File: src/design/fsk_tone_magnitude_discriminator_defines.svh
// ---------------------------------------------------------------------------
// FSK tone magnitude discriminator: assertion macros
// Shared concurrent assertion wrappers; define ASSERT_OFF to drop them.
// ---------------------------------------------------------------------------
`ifndef FSK_TONE_MAGNITUDE_DISCRIMINATOR_DEFINES_SVH
`define FSK_TONE_MAGNITUDE_DISCRIMINATOR_DEFINES_SVH

`ifndef ASSERT_OFF
// checked only outside reset
`define FSKTMD_ASSERT(lbl, prop, msg) \
    lbl: assert property (@(posedge i_clk) disable iff (!i_rst_n) prop) else $error(msg);
// checked at every edge, reset included
`define FSKTMD_ASSERT_ALWAYS(lbl, prop, msg) \
    lbl: assert property (@(posedge i_clk) prop) else $error(msg);
`else
`define FSKTMD_ASSERT(lbl, prop, msg)
`define FSKTMD_ASSERT_ALWAYS(lbl, prop, msg)
`endif

`endif

File: src/design/fsktmd_pkg.sv
`timescale 1ns / 1ps
`default_nettype none
// ---------------------------------------------------------------------------
// FSK tone magnitude discriminator package
// Widths, filter constants and the types shared by front, queue and back.
// ---------------------------------------------------------------------------
package fsktmd_pkg;

    // field widths
    localparam int SAMPLE_W   = 13;
    localparam int TONE_W     = 14;  // filtered component after divide by 64
    localparam int MAG_W      = 13;  // tone magnitude
    localparam int DIFF_W     = 14;
    localparam int RAD_W      = 26;  // sum of squares
    localparam int DIV_SHIFT  = 6;
    localparam int FILT_W     = TONE_W + DIV_SHIFT;

    // window and queue sizes
    localparam int HIST_DEPTH  = 6;
    localparam int NEW_SAMPLES = 4;
    localparam int WIN_LEN     = HIST_DEPTH + NEW_SAMPLES;
    localparam int NUM_TONES   = 4;
    localparam int TONE_IDX_W  = $clog2(NUM_TONES);
    localparam int QUEUE_DEPTH = 2;
    localparam int QPTR_W      = $clog2(QUEUE_DEPTH);
    localparam int QCNT_W      = $clog2(QUEUE_DEPTH + 1);

    // half-band taps
    localparam logic signed [FILT_W-1:0] TAP_OUTER = FILT_W'(3);
    localparam logic signed [FILT_W-1:0] TAP_INNER = FILT_W'(19);
    localparam int                       TAP_CENTER_SHIFT = 5;  // center tap 32
    localparam logic signed [FILT_W-1:0] DIV_BIAS  = FILT_W'((1 <<< DIV_SHIFT) - 1);

    // tone slots in a queue entry, high before low for each phase
    localparam logic [TONE_IDX_W-1:0] TONE_EARLY_HIGH = 2'd0;
    localparam logic [TONE_IDX_W-1:0] TONE_EARLY_LOW  = 2'd1;
    localparam logic [TONE_IDX_W-1:0] TONE_LATE_HIGH  = 2'd2;
    localparam logic [TONE_IDX_W-1:0] TONE_LATE_LOW   = 2'd3;

    typedef struct packed {
        logic signed [TONE_W-1:0] i;
        logic signed [TONE_W-1:0] q;
    } t_tone;

    typedef struct packed {
        t_tone [NUM_TONES-1:0] tones;
    } t_filt_item;

endpackage
`default_nettype wire

File: src/design/fsktmd_if.sv
`timescale 1ns / 1ps
`default_nettype none
// ---------------------------------------------------------------------------
// FSK tone magnitude discriminator channel interfaces
// Valid/ready channels for the sample input and the difference output.
// ---------------------------------------------------------------------------
interface fsktmd_in_if;
    import fsktmd_pkg::*;

    logic                       valid;
    logic                       ready;
    logic signed [SAMPLE_W-1:0] sample0_i;
    logic signed [SAMPLE_W-1:0] sample0_q;
    logic signed [SAMPLE_W-1:0] sample1_i;
    logic signed [SAMPLE_W-1:0] sample1_q;
    logic signed [SAMPLE_W-1:0] sample2_i;
    logic signed [SAMPLE_W-1:0] sample2_q;
    logic signed [SAMPLE_W-1:0] sample3_i;
    logic signed [SAMPLE_W-1:0] sample3_q;

    modport source (
        output valid, sample0_i, sample0_q, sample1_i, sample1_q,
               sample2_i, sample2_q, sample3_i, sample3_q,
        input  ready
    );
    modport sink (
        input  valid, sample0_i, sample0_q, sample1_i, sample1_q,
               sample2_i, sample2_q, sample3_i, sample3_q,
        output ready
    );
endinterface

interface fsktmd_out_if;
    import fsktmd_pkg::*;

    logic                     valid;
    logic                     ready;
    logic signed [DIFF_W-1:0] diff_early;
    logic signed [DIFF_W-1:0] diff_late;

    modport source (output valid, diff_early, diff_late, input ready);
    modport sink   (input valid, diff_early, diff_late, output ready);
endinterface
`default_nettype wire

File: src/design/fsktmd_front.sv
`timescale 1ns / 1ps
`default_nettype none
// ---------------------------------------------------------------------------
// FSK discriminator front end
// Accepts sample transactions, keeps the six-sample history and forms the
// eight filtered tone components that go into the queue.
// ---------------------------------------------------------------------------
module fsktmd_front #(
    parameter int SAMPLE_BITS = 13
) (
    input  logic                    i_clk,
    input  logic                    i_rst_n,
    fsktmd_in_if.sink               i_in,
    input  logic                    i_full,
    output logic                    o_push,
    output fsktmd_pkg::t_filt_item  o_push_data
);
    import fsktmd_pkg::*;

    localparam int SEXT_SHIFT = SAMPLE_W - SAMPLE_BITS;

    logic signed [SAMPLE_W-1:0] r_hist_i [HIST_DEPTH];
    logic signed [SAMPLE_W-1:0] r_hist_q [HIST_DEPTH];
    logic signed [SAMPLE_W-1:0] w_i [WIN_LEN];
    logic signed [SAMPLE_W-1:0] w_q [WIN_LEN];
    logic signed [FILT_W-1:0]   w_ai, w_aq, w_bi, w_bq;
    logic signed [FILT_W-1:0]   w_c3i, w_c3q, w_c5i, w_c5q;
    logic                       w_accept;

    // keep only the low SAMPLE_BITS bits, sign-extended
    function automatic logic signed [SAMPLE_W-1:0] sext(input logic [SAMPLE_W-1:0] raw);
        logic signed [SAMPLE_W-1:0] t;
        t = signed'(raw << SEXT_SHIFT);
        return t >>> SEXT_SHIFT;
    endfunction

    function automatic logic signed [FILT_W-1:0] ext(input logic signed [SAMPLE_W-1:0] v);
        return FILT_W'(v);
    endfunction

    // divide by 64, truncating toward zero
    function automatic logic signed [TONE_W-1:0] div_trunc(input logic signed [FILT_W-1:0] x);
        logic signed [FILT_W-1:0] t;
        t = x + (x[FILT_W-1] ? DIV_BIAS : '0);
        return t[FILT_W-1:DIV_SHIFT];
    endfunction

    assign i_in.ready = !i_full;
    assign w_accept   = i_in.valid && i_in.ready;

    // ten-sample window: history then the four new samples
    always_comb begin
        for (int k = 0; k < HIST_DEPTH; k++) begin
            w_i[k] = r_hist_i[k];
            w_q[k] = r_hist_q[k];
        end
        w_i[6] = sext(i_in.sample0_i);
        w_q[6] = sext(i_in.sample0_q);
        w_i[7] = sext(i_in.sample1_i);
        w_q[7] = sext(i_in.sample1_q);
        w_i[8] = sext(i_in.sample2_i);
        w_q[8] = sext(i_in.sample2_q);
        w_i[9] = sext(i_in.sample3_i);
        w_q[9] = sext(i_in.sample3_q);
    end

    // symmetric tap sums for both phases
    assign w_ai = TAP_INNER * (ext(w_i[4]) - ext(w_i[2]))
                + TAP_OUTER * (ext(w_i[6]) - ext(w_i[0]));
    assign w_aq = TAP_INNER * (ext(w_q[4]) - ext(w_q[2]))
                + TAP_OUTER * (ext(w_q[6]) - ext(w_q[0]));
    assign w_bi = TAP_INNER * (ext(w_i[4]) - ext(w_i[6]))
                + TAP_OUTER * (ext(w_i[2]) - ext(w_i[8]));
    assign w_bq = TAP_INNER * (ext(w_q[4]) - ext(w_q[6]))
                + TAP_OUTER * (ext(w_q[2]) - ext(w_q[8]));

    // center taps
    assign w_c3i = ext(w_i[3]) <<< TAP_CENTER_SHIFT;
    assign w_c3q = ext(w_q[3]) <<< TAP_CENTER_SHIFT;
    assign w_c5i = ext(w_i[5]) <<< TAP_CENTER_SHIFT;
    assign w_c5q = ext(w_q[5]) <<< TAP_CENTER_SHIFT;

    // shift to +fs/4 (high) and -fs/4 (low)
    always_comb begin
        o_push_data = '0;
        o_push_data.tones[TONE_EARLY_HIGH].i = div_trunc(w_ai - w_c3q);
        o_push_data.tones[TONE_EARLY_HIGH].q = div_trunc(w_aq + w_c3i);
        o_push_data.tones[TONE_EARLY_LOW].i  = div_trunc(w_ai + w_c3q);
        o_push_data.tones[TONE_EARLY_LOW].q  = div_trunc(w_aq - w_c3i);
        o_push_data.tones[TONE_LATE_HIGH].i  = div_trunc(w_bi + w_c5q);
        o_push_data.tones[TONE_LATE_HIGH].q  = div_trunc(w_bq - w_c5i);
        o_push_data.tones[TONE_LATE_LOW].i   = div_trunc(w_bi - w_c5q);
        o_push_data.tones[TONE_LATE_LOW].q   = div_trunc(w_bq + w_c5i);
    end

    assign o_push = w_accept;

    // history keeps the newest six window samples
    always_ff @(posedge i_clk) begin
        if (!i_rst_n) begin
            for (int k = 0; k < HIST_DEPTH; k++) begin
                r_hist_i[k] <= '0;
                r_hist_q[k] <= '0;
            end
        end else if (w_accept) begin
            for (int k = 0; k < HIST_DEPTH; k++) begin
                r_hist_i[k] <= w_i[k + NEW_SAMPLES];
                r_hist_q[k] <= w_q[k + NEW_SAMPLES];
            end
        end
    end

endmodule
`default_nettype wire

File: src/design/fsktmd_fifo.sv
`timescale 1ns / 1ps
`default_nettype none
// ---------------------------------------------------------------------------
// FSK discriminator entry queue
// Short show-ahead queue of filtered entries between front and back end.
// ---------------------------------------------------------------------------
module fsktmd_fifo (
    input  logic                    i_clk,
    input  logic                    i_rst_n,
    input  logic                    i_push,
    input  fsktmd_pkg::t_filt_item  i_push_data,
    output logic                    o_full,
    input  logic                    i_pop,
    output fsktmd_pkg::t_filt_item  o_pop_data,
    output logic                    o_empty
);
    import fsktmd_pkg::*;

    t_filt_item          r_mem [QUEUE_DEPTH];
    logic [QPTR_W-1:0]   r_wr_ptr;
    logic [QPTR_W-1:0]   r_rd_ptr;
    logic [QCNT_W-1:0]   r_count;
    logic                w_push;
    logic                w_pop;

    assign o_full     = (r_count == QCNT_W'(QUEUE_DEPTH));
    assign o_empty    = (r_count == '0);
    assign w_push     = i_push && !o_full;
    assign w_pop      = i_pop && !o_empty;
    assign o_pop_data = r_mem[r_rd_ptr];

    // storage
    always_ff @(posedge i_clk) begin
        if (w_push) begin
            r_mem[r_wr_ptr] <= i_push_data;
        end
    end

    // pointers and fill count
    always_ff @(posedge i_clk) begin
        if (!i_rst_n) begin
            r_wr_ptr <= '0;
            r_rd_ptr <= '0;
            r_count  <= '0;
        end else begin
            if (w_push) begin
                r_wr_ptr <= r_wr_ptr + 1'b1;
            end
            if (w_pop) begin
                r_rd_ptr <= r_rd_ptr + 1'b1;
            end
            case ({w_push, w_pop})
                2'b10:   r_count <= r_count + 1'b1;
                2'b01:   r_count <= r_count - 1'b1;
                default: r_count <= r_count;
            endcase
        end
    end

endmodule
`default_nettype wire

File: src/design/fsktmd_back.sv
`timescale 1ns / 1ps
`default_nettype none
`include "fsk_tone_magnitude_discriminator_defines.svh"
// ---------------------------------------------------------------------------
// FSK discriminator back end
// Takes queue entries, squares each tone with one shared multiplier, runs a
// bit-serial integer square root and forms the high minus low differences.
// ---------------------------------------------------------------------------
module fsktmd_back (
    input  logic                    i_clk,
    input  logic                    i_rst_n,
    input  logic                    i_empty,
    input  fsktmd_pkg::t_filt_item  i_pop_data,
    output logic                    o_pop,
    fsktmd_out_if.source            o_out
);
    import fsktmd_pkg::*;

    typedef enum logic [4:0] {
        ST_IDLE = 5'b00001,
        ST_SQ_I = 5'b00010,
        ST_SQ_Q = 5'b00100,
        ST_ROOT = 5'b01000,
        ST_DONE = 5'b10000
    } t_state;

    localparam logic [RAD_W-1:0] ROOT_BIT_INIT = RAD_W'(1) << (2 * MAG_W - 2);

    t_state                    r_state, n_state;
    t_filt_item                r_entry;
    logic [TONE_IDX_W-1:0]     r_k;
    logic [RAD_W-1:0]          r_sq;
    logic [RAD_W-1:0]          r_rad, n_rad;
    logic [RAD_W-1:0]          r_root, n_root;
    logic [RAD_W-1:0]          r_bit;
    logic [MAG_W-1:0]          r_mag_hi;
    logic signed [DIFF_W-1:0]  r_diff_early;
    logic signed [DIFF_W-1:0]  r_diff_late;
    logic                      r_out_valid;
    logic signed [DIFF_W-1:0]  r_out_early;
    logic signed [DIFF_W-1:0]  r_out_late;

    t_tone                     w_tone;
    logic signed [TONE_W-1:0]  w_comp;
    logic signed [TONE_W-1:0]  w_neg;
    logic [MAG_W-1:0]          w_abs;
    logic [RAD_W-1:0]          w_sq;
    logic [RAD_W-1:0]          w_trial;
    logic                      w_fit;
    logic                      w_root_last;
    logic [MAG_W-1:0]          w_mag;
    logic signed [DIFF_W-1:0]  w_diff;
    logic                      w_out_free;

    // shared squarer: I component, then Q component
    assign w_tone = r_entry.tones[r_k];
    assign w_comp = (r_state == ST_SQ_I) ? w_tone.i : w_tone.q;
    assign w_neg  = -w_comp;
    assign w_abs  = w_comp[TONE_W-1] ? w_neg[MAG_W-1:0] : w_comp[MAG_W-1:0];
    assign w_sq   = RAD_W'(w_abs) * RAD_W'(w_abs);

    // one root bit per cycle
    assign w_trial     = r_root + r_bit;
    assign w_fit       = (r_rad >= w_trial);
    assign n_root      = w_fit ? ((r_root >> 1) + r_bit) : (r_root >> 1);
    assign n_rad       = w_fit ? (r_rad - w_trial) : r_rad;
    assign w_root_last = r_bit[0];
    assign w_mag       = n_root[MAG_W-1:0];
    assign w_diff      = {1'b0, r_mag_hi} - {1'b0, w_mag};

    assign w_out_free  = !r_out_valid || o_out.ready;
    assign o_pop       = (r_state == ST_IDLE) && !i_empty;

    // sequencer
    always_comb begin
        n_state = r_state;
        case (r_state)
            ST_IDLE: begin
                if (!i_empty) begin
                    n_state = ST_SQ_I;
                end
            end
            ST_SQ_I: n_state = ST_SQ_Q;
            ST_SQ_Q: n_state = ST_ROOT;
            ST_ROOT: begin
                if (w_root_last) begin
                    n_state = (r_k == TONE_LATE_LOW) ? ST_DONE : ST_SQ_I;
                end
            end
            ST_DONE: begin
                if (w_out_free) begin
                    n_state = ST_IDLE;
                end
            end
            default: n_state = ST_IDLE;
        endcase
    end

    // control registers
    always_ff @(posedge i_clk) begin
        if (!i_rst_n) begin
            r_state     <= ST_IDLE;
            r_k         <= '0;
            r_out_valid <= 1'b0;
        end else begin
            r_state <= n_state;
            if (r_state == ST_IDLE) begin
                r_k <= '0;
            end else if (r_state == ST_ROOT && w_root_last) begin
                r_k <= r_k + 1'b1;
            end
            if (r_state == ST_DONE && w_out_free) begin
                r_out_valid <= 1'b1;
            end else if (o_out.ready) begin
                r_out_valid <= 1'b0;
            end
        end
    end

    // datapath registers
    always_ff @(posedge i_clk) begin
        case (r_state)
            ST_IDLE: begin
                if (!i_empty) begin
                    r_entry <= i_pop_data;
                end
            end
            ST_SQ_I: r_sq <= w_sq;
            ST_SQ_Q: begin
                r_rad  <= r_sq + w_sq;
                r_root <= '0;
                r_bit  <= ROOT_BIT_INIT;
            end
            ST_ROOT: begin
                r_rad  <= n_rad;
                r_root <= n_root;
                r_bit  <= r_bit >> 2;
                if (w_root_last) begin
                    if (r_k == TONE_EARLY_HIGH || r_k == TONE_LATE_HIGH) begin
                        r_mag_hi <= w_mag;
                    end else if (r_k == TONE_EARLY_LOW) begin
                        r_diff_early <= w_diff;
                    end else begin
                        r_diff_late <= w_diff;
                    end
                end
            end
            ST_DONE: begin
                if (w_out_free) begin
                    r_out_early <= r_diff_early;
                    r_out_late  <= r_diff_late;
                end
            end
            default: ;
        endcase
    end

    assign o_out.valid      = r_out_valid;
    assign o_out.diff_early = r_out_early;
    assign o_out.diff_late  = r_out_late;

    // checks
    `FSKTMD_ASSERT_ALWAYS(a_rst_clears_out, !i_rst_n |=> !r_out_valid, "result valid after reset")
    `FSKTMD_ASSERT(a_out_from_done, $rose(r_out_valid) |-> $past(r_state == ST_DONE), "result without finished entry")
    `FSKTMD_ASSERT(a_root_bit_onehot, (r_state == ST_ROOT) |-> $onehot(r_bit), "root bit lost")
    `FSKTMD_ASSERT(a_mag_range, (r_state == ST_ROOT && w_root_last) |-> (n_root < RAD_W'(6880)), "magnitude out of range")

endmodule
`default_nettype wire

File: src/design/fsk_tone_magnitude_discriminator.sv
// The back end squares each tone with a shared squarer and takes a bit-serial
// square root, one tone after another, and pops the next queue entry only
// once the current result has been passed to the output register.
// The two-entry queue lets two transactions be taken while a result waits.
// Reset (synchronous, active low) zeroes the sample history and empties the
// queue and the output register.
`timescale 1ns / 1ps
`default_nettype none
// ---------------------------------------------------------------------------
// FSK tone magnitude discriminator
// Half-band tone filters at +/-fs/4 for two symbol phases, magnitude by
// integer square root, high minus low tone difference per phase.
// ---------------------------------------------------------------------------
module fsk_tone_magnitude_discriminator #(
    parameter int SAMPLE_BITS = 13
) (
    input  logic          i_clk,
    input  logic          i_rst_n,
    fsktmd_in_if.sink     i_in,
    fsktmd_out_if.source  o_out
);
    import fsktmd_pkg::*;

    t_filt_item  w_push_data;
    t_filt_item  w_pop_data;
    logic        w_push;
    logic        w_full;
    logic        w_pop;
    logic        w_empty;

    // filter front end
    fsktmd_front #(
        .SAMPLE_BITS (SAMPLE_BITS)
    ) u_front (
        .i_clk       (i_clk),
        .i_rst_n     (i_rst_n),
        .i_in        (i_in),
        .i_full      (w_full),
        .o_push      (w_push),
        .o_push_data (w_push_data)
    );

    // decoupling queue
    fsktmd_fifo u_fifo (
        .i_clk       (i_clk),
        .i_rst_n     (i_rst_n),
        .i_push      (w_push),
        .i_push_data (w_push_data),
        .o_full      (w_full),
        .i_pop       (w_pop),
        .o_pop_data  (w_pop_data),
        .o_empty     (w_empty)
    );

    // magnitude back end
    fsktmd_back u_back (
        .i_clk      (i_clk),
        .i_rst_n    (i_rst_n),
        .i_empty    (w_empty),
        .i_pop_data (w_pop_data),
        .o_pop      (w_pop),
        .o_out      (o_out)
    );

endmodule
`default_nettype wire

File: src/flat_wrapper.sv
// flat-port wrapper written by rule: the top's interface ports become plain ports
module fsk_tone_magnitude_discriminator_flat import fsktmd_pkg::*;
#(
    parameter int SAMPLE_BITS = 13
)
  (i_clk, i_rst_n, i_in_valid, i_in_sample0_i, i_in_sample0_q, i_in_sample1_i, i_in_sample1_q, i_in_sample2_i, i_in_sample2_q, i_in_sample3_i, i_in_sample3_q, i_in_ready, o_out_valid, o_out_diff_early, o_out_diff_late, o_out_ready);
  fsktmd_in_if i_in_i ();
  fsktmd_out_if o_out_i ();
  input  logic i_clk;
  input  logic i_rst_n;
  input wire logic [$bits(i_in_i.valid)-1:0] i_in_valid;
  input wire logic [$bits(i_in_i.sample0_i)-1:0] i_in_sample0_i;
  input wire logic [$bits(i_in_i.sample0_q)-1:0] i_in_sample0_q;
  input wire logic [$bits(i_in_i.sample1_i)-1:0] i_in_sample1_i;
  input wire logic [$bits(i_in_i.sample1_q)-1:0] i_in_sample1_q;
  input wire logic [$bits(i_in_i.sample2_i)-1:0] i_in_sample2_i;
  input wire logic [$bits(i_in_i.sample2_q)-1:0] i_in_sample2_q;
  input wire logic [$bits(i_in_i.sample3_i)-1:0] i_in_sample3_i;
  input wire logic [$bits(i_in_i.sample3_q)-1:0] i_in_sample3_q;
  output wire logic [$bits(i_in_i.ready)-1:0] i_in_ready;
  output wire logic [$bits(o_out_i.valid)-1:0] o_out_valid;
  output wire logic [$bits(o_out_i.diff_early)-1:0] o_out_diff_early;
  output wire logic [$bits(o_out_i.diff_late)-1:0] o_out_diff_late;
  input wire logic [$bits(o_out_i.ready)-1:0] o_out_ready;
  assign i_in_i.valid = i_in_valid;
  assign i_in_i.sample0_i = i_in_sample0_i;
  assign i_in_i.sample0_q = i_in_sample0_q;
  assign i_in_i.sample1_i = i_in_sample1_i;
  assign i_in_i.sample1_q = i_in_sample1_q;
  assign i_in_i.sample2_i = i_in_sample2_i;
  assign i_in_i.sample2_q = i_in_sample2_q;
  assign i_in_i.sample3_i = i_in_sample3_i;
  assign i_in_i.sample3_q = i_in_sample3_q;
  assign i_in_ready = i_in_i.ready;
  assign o_out_valid = o_out_i.valid;
  assign o_out_diff_early = o_out_i.diff_early;
  assign o_out_diff_late = o_out_i.diff_late;
  assign o_out_i.ready = o_out_ready;
  fsk_tone_magnitude_discriminator #(.SAMPLE_BITS(SAMPLE_BITS)) u_core (.i_clk(i_clk), .i_rst_n(i_rst_n), .i_in(i_in_i), .o_out(o_out_i));
endmodule
File: config.mk
export PLATFORM = sky130hd
export DESIGN_NAME = fsk_tone_magnitude_discriminator_flat
export DESIGN_NICKNAME = d
export VERILOG_FILES = /design/src/design/fsktmd_pkg.sv /design/src/design/fsktmd_if.sv /design/src/design/fsktmd_front.sv /design/src/design/fsktmd_fifo.sv /design/src/design/fsktmd_back.sv /design/src/design/fsk_tone_magnitude_discriminator.sv /design/src/flat_wrapper.sv
export VERILOG_INCLUDE_DIRS = /design/src /design/src/design
export SDC_FILE = /design/constraint.sdc
export NUM_CORES = 2
export LEC_CHECK = 0
export ABC_AREA = 1
export BUFFER_PORTS_ARGS = -buffer_cell sky130_fd_sc_hd__clkbuf_2
export CAP_MARGIN = 20
export CORE_MARGIN = 10
export CORE_UTILIZATION = 59
export CTS_BUF_LIST = sky130_fd_sc_hd__clkbuf_16
export CTS_CLUSTER_SIZE = 25
export DETAILED_ROUTE_END_ITERATION = 10
export PLACE_DENSITY = 0.84
export SLEW_MARGIN = 10
export SYNTH_ARGS = -nofsm -noshare
export SYNTH_HDL_FRONTEND = slang
export SYNTH_SLANG_ARGS = --single-unit
File: constraint.sdc
create_clock -name i_clk -period 9.55 [get_ports i_clk]
set_clock_uncertainty 0.05 [all_clocks]
set_input_delay 1.91 -clock i_clk [delete_from_list [all_inputs] [get_ports i_clk]]
set_output_delay 1.91 -clock i_clk [all_outputs]
set_load 0.01 [all_outputs]
==> flow_summary.rst <==
.. list-table::
   :header-rows: 1

   * - Metric
     - Value
   * - Pin count of the biggest net entering global routing
     - 89
   * - Cell occurring most often along the worst timing path
     - sky130_fd_sc_hd__nand2_1
   * - Critical path startpoint category
     - input port
   * - Dominant cells by area after synthesis
     - sky130_fd_sc_hd__edfxtp_1 (32%), sky130_fd_sc_hd__ha_1 (15%), sky130_fd_sc_hd__inv_1 (9.5%), sky130_fd_sc_hd__fa_1 (9.0%), sky130_fd_sc_hd__nand2_1 (8.7%)
   * - Synthesized cell area
     - 0.0582 mm²
   * - Required time of the critical path
     - 9.94 ns
   * - Arrival time of the worst setup path
     - 9.76 ns
   * - CTS root buf
     - sky130_fd_sc_hd__clkbuf_16
   * - CP max stage delay
     - 0.48 ns
   * - WL final
     - 148000 µm
   * - Clock sink total
     - 637
   * - Worst hold path cell count
     - 0
   * - Post-Route Hold Slack
     - 0.364 ns
   * - Worst-Skew Late Latency
     - 0.66 ns
   * - Hpwl dp
     - 114000 µm
   * - Largest area contributor in the netlist
     - sky130_fd_sc_hd__edfxtp_1
   * - Final hold viol count
     - 0
   * - Transition time at the pin with the least slew margin
     - 1.04 ns
   * - Die Height
     - 334 µm
   * - Unique masters post-synth
     - 67
   * - First-pass iteration count of the detailed router
     - 8
   * - Relative slew slack
     - 0.304
   * - Clock-pin transition on the worst setup and hold timing paths
     - 0.06 ns
   * - R2R depth
     - 47
   * - Initial standard-cell utilization of the core
     - 0.593
   * - Post-route insts no fill
     - 8995
   * - Number of pins exceeding their max-slew limit in the final report
     - 0
   * - Core footprint
     - 0.0981 mm²
   * - DRC violations left
     - 0
   * - Final critical path time including I/O delays and setup
     - 9.37 ns
   * - Worst min path class
     - reg2reg
   * - Number of buffer cells added on primary ports
     - 137
   * - First DRT Iteration DRCs
     - 3709
   * - Antenna violations before repair
     - 0
   * - Outcome
     - complete, no violations
   * - Antenna fix cells
     - 0
   * - Predominant post-synthesis flop cell
     - sky130_fd_sc_hd__edfxtp_1
   * - Endpoint class of the critical path
     - register
   * - Synthesized netlist cell count
     - 6980
   * - Average routed wire per standard cell
     - 16.5 µm
   * - Post-route clock period utilization
     - 0.981
   * - Sequential element share of the synthesized area
     - 0.327
   * - Global-route wire length before repair
     - 237000 µm
   * - Die ar.
     - 0.112 mm²
   * - Number of routed nets with antenna violations
     - 0
   * - Category of the most critical setup path
     - in2reg
   * - Final-stage net count
     - 8717
   * - Routability congestion estimate
     - 0.961
   * - F_max
     - 0.107 GHz
   * - Synthesis-to-layout area growth
     - 16.5%
   * - Fraction of layout cells with a size suffix above 1
     - 0.148
   * - Via count of the first global-routing pass
     - 48900
   * - Number of buffers inserted during clock tree synthesis
     - 72
   * - Top-level port count
     - 138
   * - Count of endpoints failing setup in the final report
     - 0
   * - Async set-reset flop share out of synthesis
     - 0
   * - Avg Vias per Cell
     - 5.44
   * - Worst-case setup slack after placement
     - -0.629 ns
   * - Highest-delay cell along the critical path
     - sky130_fd_sc_hd__fa_1
   * - Worst path setup slack after routing
     - 0.181 ns
   * - Overall Global Routing Usage
     - 0.255
   * - Number of synthesized flops with an enable pin
     - 625
   * - Die X-Extent
     - 334 µm
   * - Overall via count from detail_route
     - 48900
   * - Post-synthesis sequential element count
     - 637
   * - H-tree depth reported by CTS
     - 3
   * - Yosys synthesis warning count
     - 0
   * - Row count
     - 115
   * - CTS tree
     - yes
   * - Net Count, Synth
     - 8043
   * - Mean Syn Cell Area
     - 8.33 µm²
   * - Total Negative Setup Slacks
     - 0 ns
   * - Fraction of post-synthesis cell area in the top cell type by area
     - 0.323
   * - Fill cell count
     - 7212
   * - Crit Path Max Fanout
     - 6
   * - Remaining Overflow, GRT
     - 0
   * - Clock buffer depth
     - 3
   * - Placed Cells
     - 8847
   * - Number of max-cap violations
     - 0
==> flip-flops by register name (all words and copies together), names as in the netlist, 2 cells and up <==
signal                          cells
u_core.u_fifo.r_mem               224
u_core.u_front.r_hist_q            65
u_core.u_front.r_hist_i            65
u_core.u_back.o_out.diff_late      14
u_core.u_back.r_bit                13
u_core.u_back.o_out.diff_early     14
u_core.u_back.r_rad                26
u_core.u_back.r_mag_hi             13
u_core.u_back.r_root               26
u_core.u_back.r_diff_late          14
u_core.u_fifo.r_count               2
u_core.u_back.r_k                   2
u_core.u_back.r_diff_early         14
u_core.u_back.r_state               5
u_core.u_back.r_sq                 25
u_core.u_back.r_entry             112
==> stage by stage <==
step	utilization	cell area, µm²
2_1_floorplan	-	58200
3_3_place_gp	0.654	64200
3_5_place_dp	0.655	64200
4_1_cts	0.679	66600
5_1_grt	0.691	67800
6_report	0.691	67800
==> cell usage in the layout (no fill, tap or decap), types with 100 or more instances in the layout <==
| cell | instances |
|---|---|
| sky130_fd_sc_hd__edfxtp_1 | 625 |
| sky130_fd_sc_hd__a21oi_1 | 359 |
| sky130_fd_sc_hd__o21ai_0 | 199 |
| sky130_fd_sc_hd__clkbuf_2 | 137 |
| sky130_fd_sc_hd__fa_1 | 255 |
| sky130_fd_sc_hd__buf_4 | 567 |
| sky130_fd_sc_hd__nand3_1 | 229 |
| sky130_fd_sc_hd__xnor2_1 | 100 |
| sky130_fd_sc_hd__ha_1 | 659 |
| sky130_fd_sc_hd__xor2_1 | 298 |
| sky130_fd_sc_hd__nor2_1 | 596 |
| sky130_fd_sc_hd__nand2_1 | 1341 |
| sky130_fd_sc_hd__inv_1 | 1471 |
==> cell type report <==
type,instances,area (µm²),area share
inverters,1489,5600,0.0826
well taps,1287,1610,0.0238
clock inverters,56,607,0.00895
repair buffers,711,5080,0.0749
flip-flops and latches,637,19000,0.280
multi-input cells,4743,34100,0.503
clock buffers,72,1800,0.0266
==> worst paths after layout <==
path                            startpoint  slack [ns]                                end
min reg2reg  u_core.u_back.r_diff_early[4]        0.36  u_core.u_back.o_out.diff_early[4]
min          u_core.u_back.r_diff_early[4]        0.36  u_core.u_back.o_out.diff_early[4]
max                      i_in_sample2_i[1]        0.18        u_core.u_fifo.r_mem[1][110]
max reg2reg           u_core.u_back.r_k[0]        0.55            u_core.u_back.r_rad[25]
==> critical path, delay by kind of cell <==
| kind | cells | cell delay, ns |
|---|---|---|
| XOR/XNOR | 2 | 0.50 |
| adder cells (fa/ha/maj) | 8 | 2.87 |
| buffers and inverters | 13 | 1.04 |
| AND/OR/NAND/NOR | 18 | 1.30 |
| AO/OA/AOI/OAI | 12 | 2.18 |
==> synth_stat cells, types with 7 or more instances <==
library cell and n:
sky130_fd_sc_hd__xnor2_1 105, sky130_fd_sc_hd__a21oi_1 389, sky130_fd_sc_hd__nor3_1 71, sky130_fd_sc_hd__nor2_1 620
sky130_fd_sc_hd__o21ai_0 236, sky130_fd_sc_hd__nor2_2 12, sky130_fd_sc_hd__nand3_2 13, sky130_fd_sc_hd__a211oi_1 15
sky130_fd_sc_hd__edfxtp_1 625, sky130_fd_sc_hd__o21a_1 8, sky130_fd_sc_hd__buf_4 11, sky130_fd_sc_hd__nand2_1 1351
sky130_fd_sc_hd__ha_1 693, sky130_fd_sc_hd__o31ai_1 21, sky130_fd_sc_hd__a31oi_1 24, sky130_fd_sc_hd__fa_1 262
sky130_fd_sc_hd__nand4_1 47, sky130_fd_sc_hd__a21oi_2 8, sky130_fd_sc_hd__inv_2 21, sky130_fd_sc_hd__nand3_1 233
sky130_fd_sc_hd__o21bai_1 46, sky130_fd_sc_hd__or2_2 16, sky130_fd_sc_hd__a21boi_0 16, sky130_fd_sc_hd__buf_2 29
sky130_fd_sc_hd__o211ai_1 16, sky130_fd_sc_hd__clkbuf_1 57, sky130_fd_sc_hd__xor2_1 307, sky130_fd_sc_hd__nor4_1 19
sky130_fd_sc_hd__inv_1 1467, sky130_fd_sc_hd__a21o_1 33, sky130_fd_sc_hd__o2111ai_1 7, sky130_fd_sc_hd__dfxtp_1 12
sky130_fd_sc_hd__nand3b_1 10, sky130_fd_sc_hd__o21ai_1 45, sky130_fd_sc_hd__nand2_2 43
==> kinds of logic after synthesis <==
| kind of cell | after synthesis | share of synthesized area |
|---|---|---|
| adder cells (fa/ha/maj) | 955 | 0.239 |
| AND/OR/NAND/NOR | 2461 | 0.176 |
| AO/OA/AOI/OAI | 909 | 0.0894 |
| flip-flops | 637 | 0.327 |
| XOR/XNOR | 417 | 0.0634 |
| buffers and inverters | 1600 | 0.105 |
| other | 1 | 0.0000645 |
==> routing by layer <==
metal,wire length (µm),part of all wire,vias to the layer above,global-route usage
met5,0,0,-,0
met4,5490,0.037,0,0.0948
met2,73400,0.50,1748,0.450
met3,9670,0.065,407,0.0351
met1,59600,0.40,23100,0.316
li1,-,-,23700,-
==> repair_timing <==
action,4_1_cts,5_1_grt
hold buffers,0,0
buffers inserted,0,19
gates resized for setup,0,206
setup endpoints to repair,0,229
Power is not shown: default switching activity piles up to over one toggle a cycle in this logic, so the estimate is an artifact.
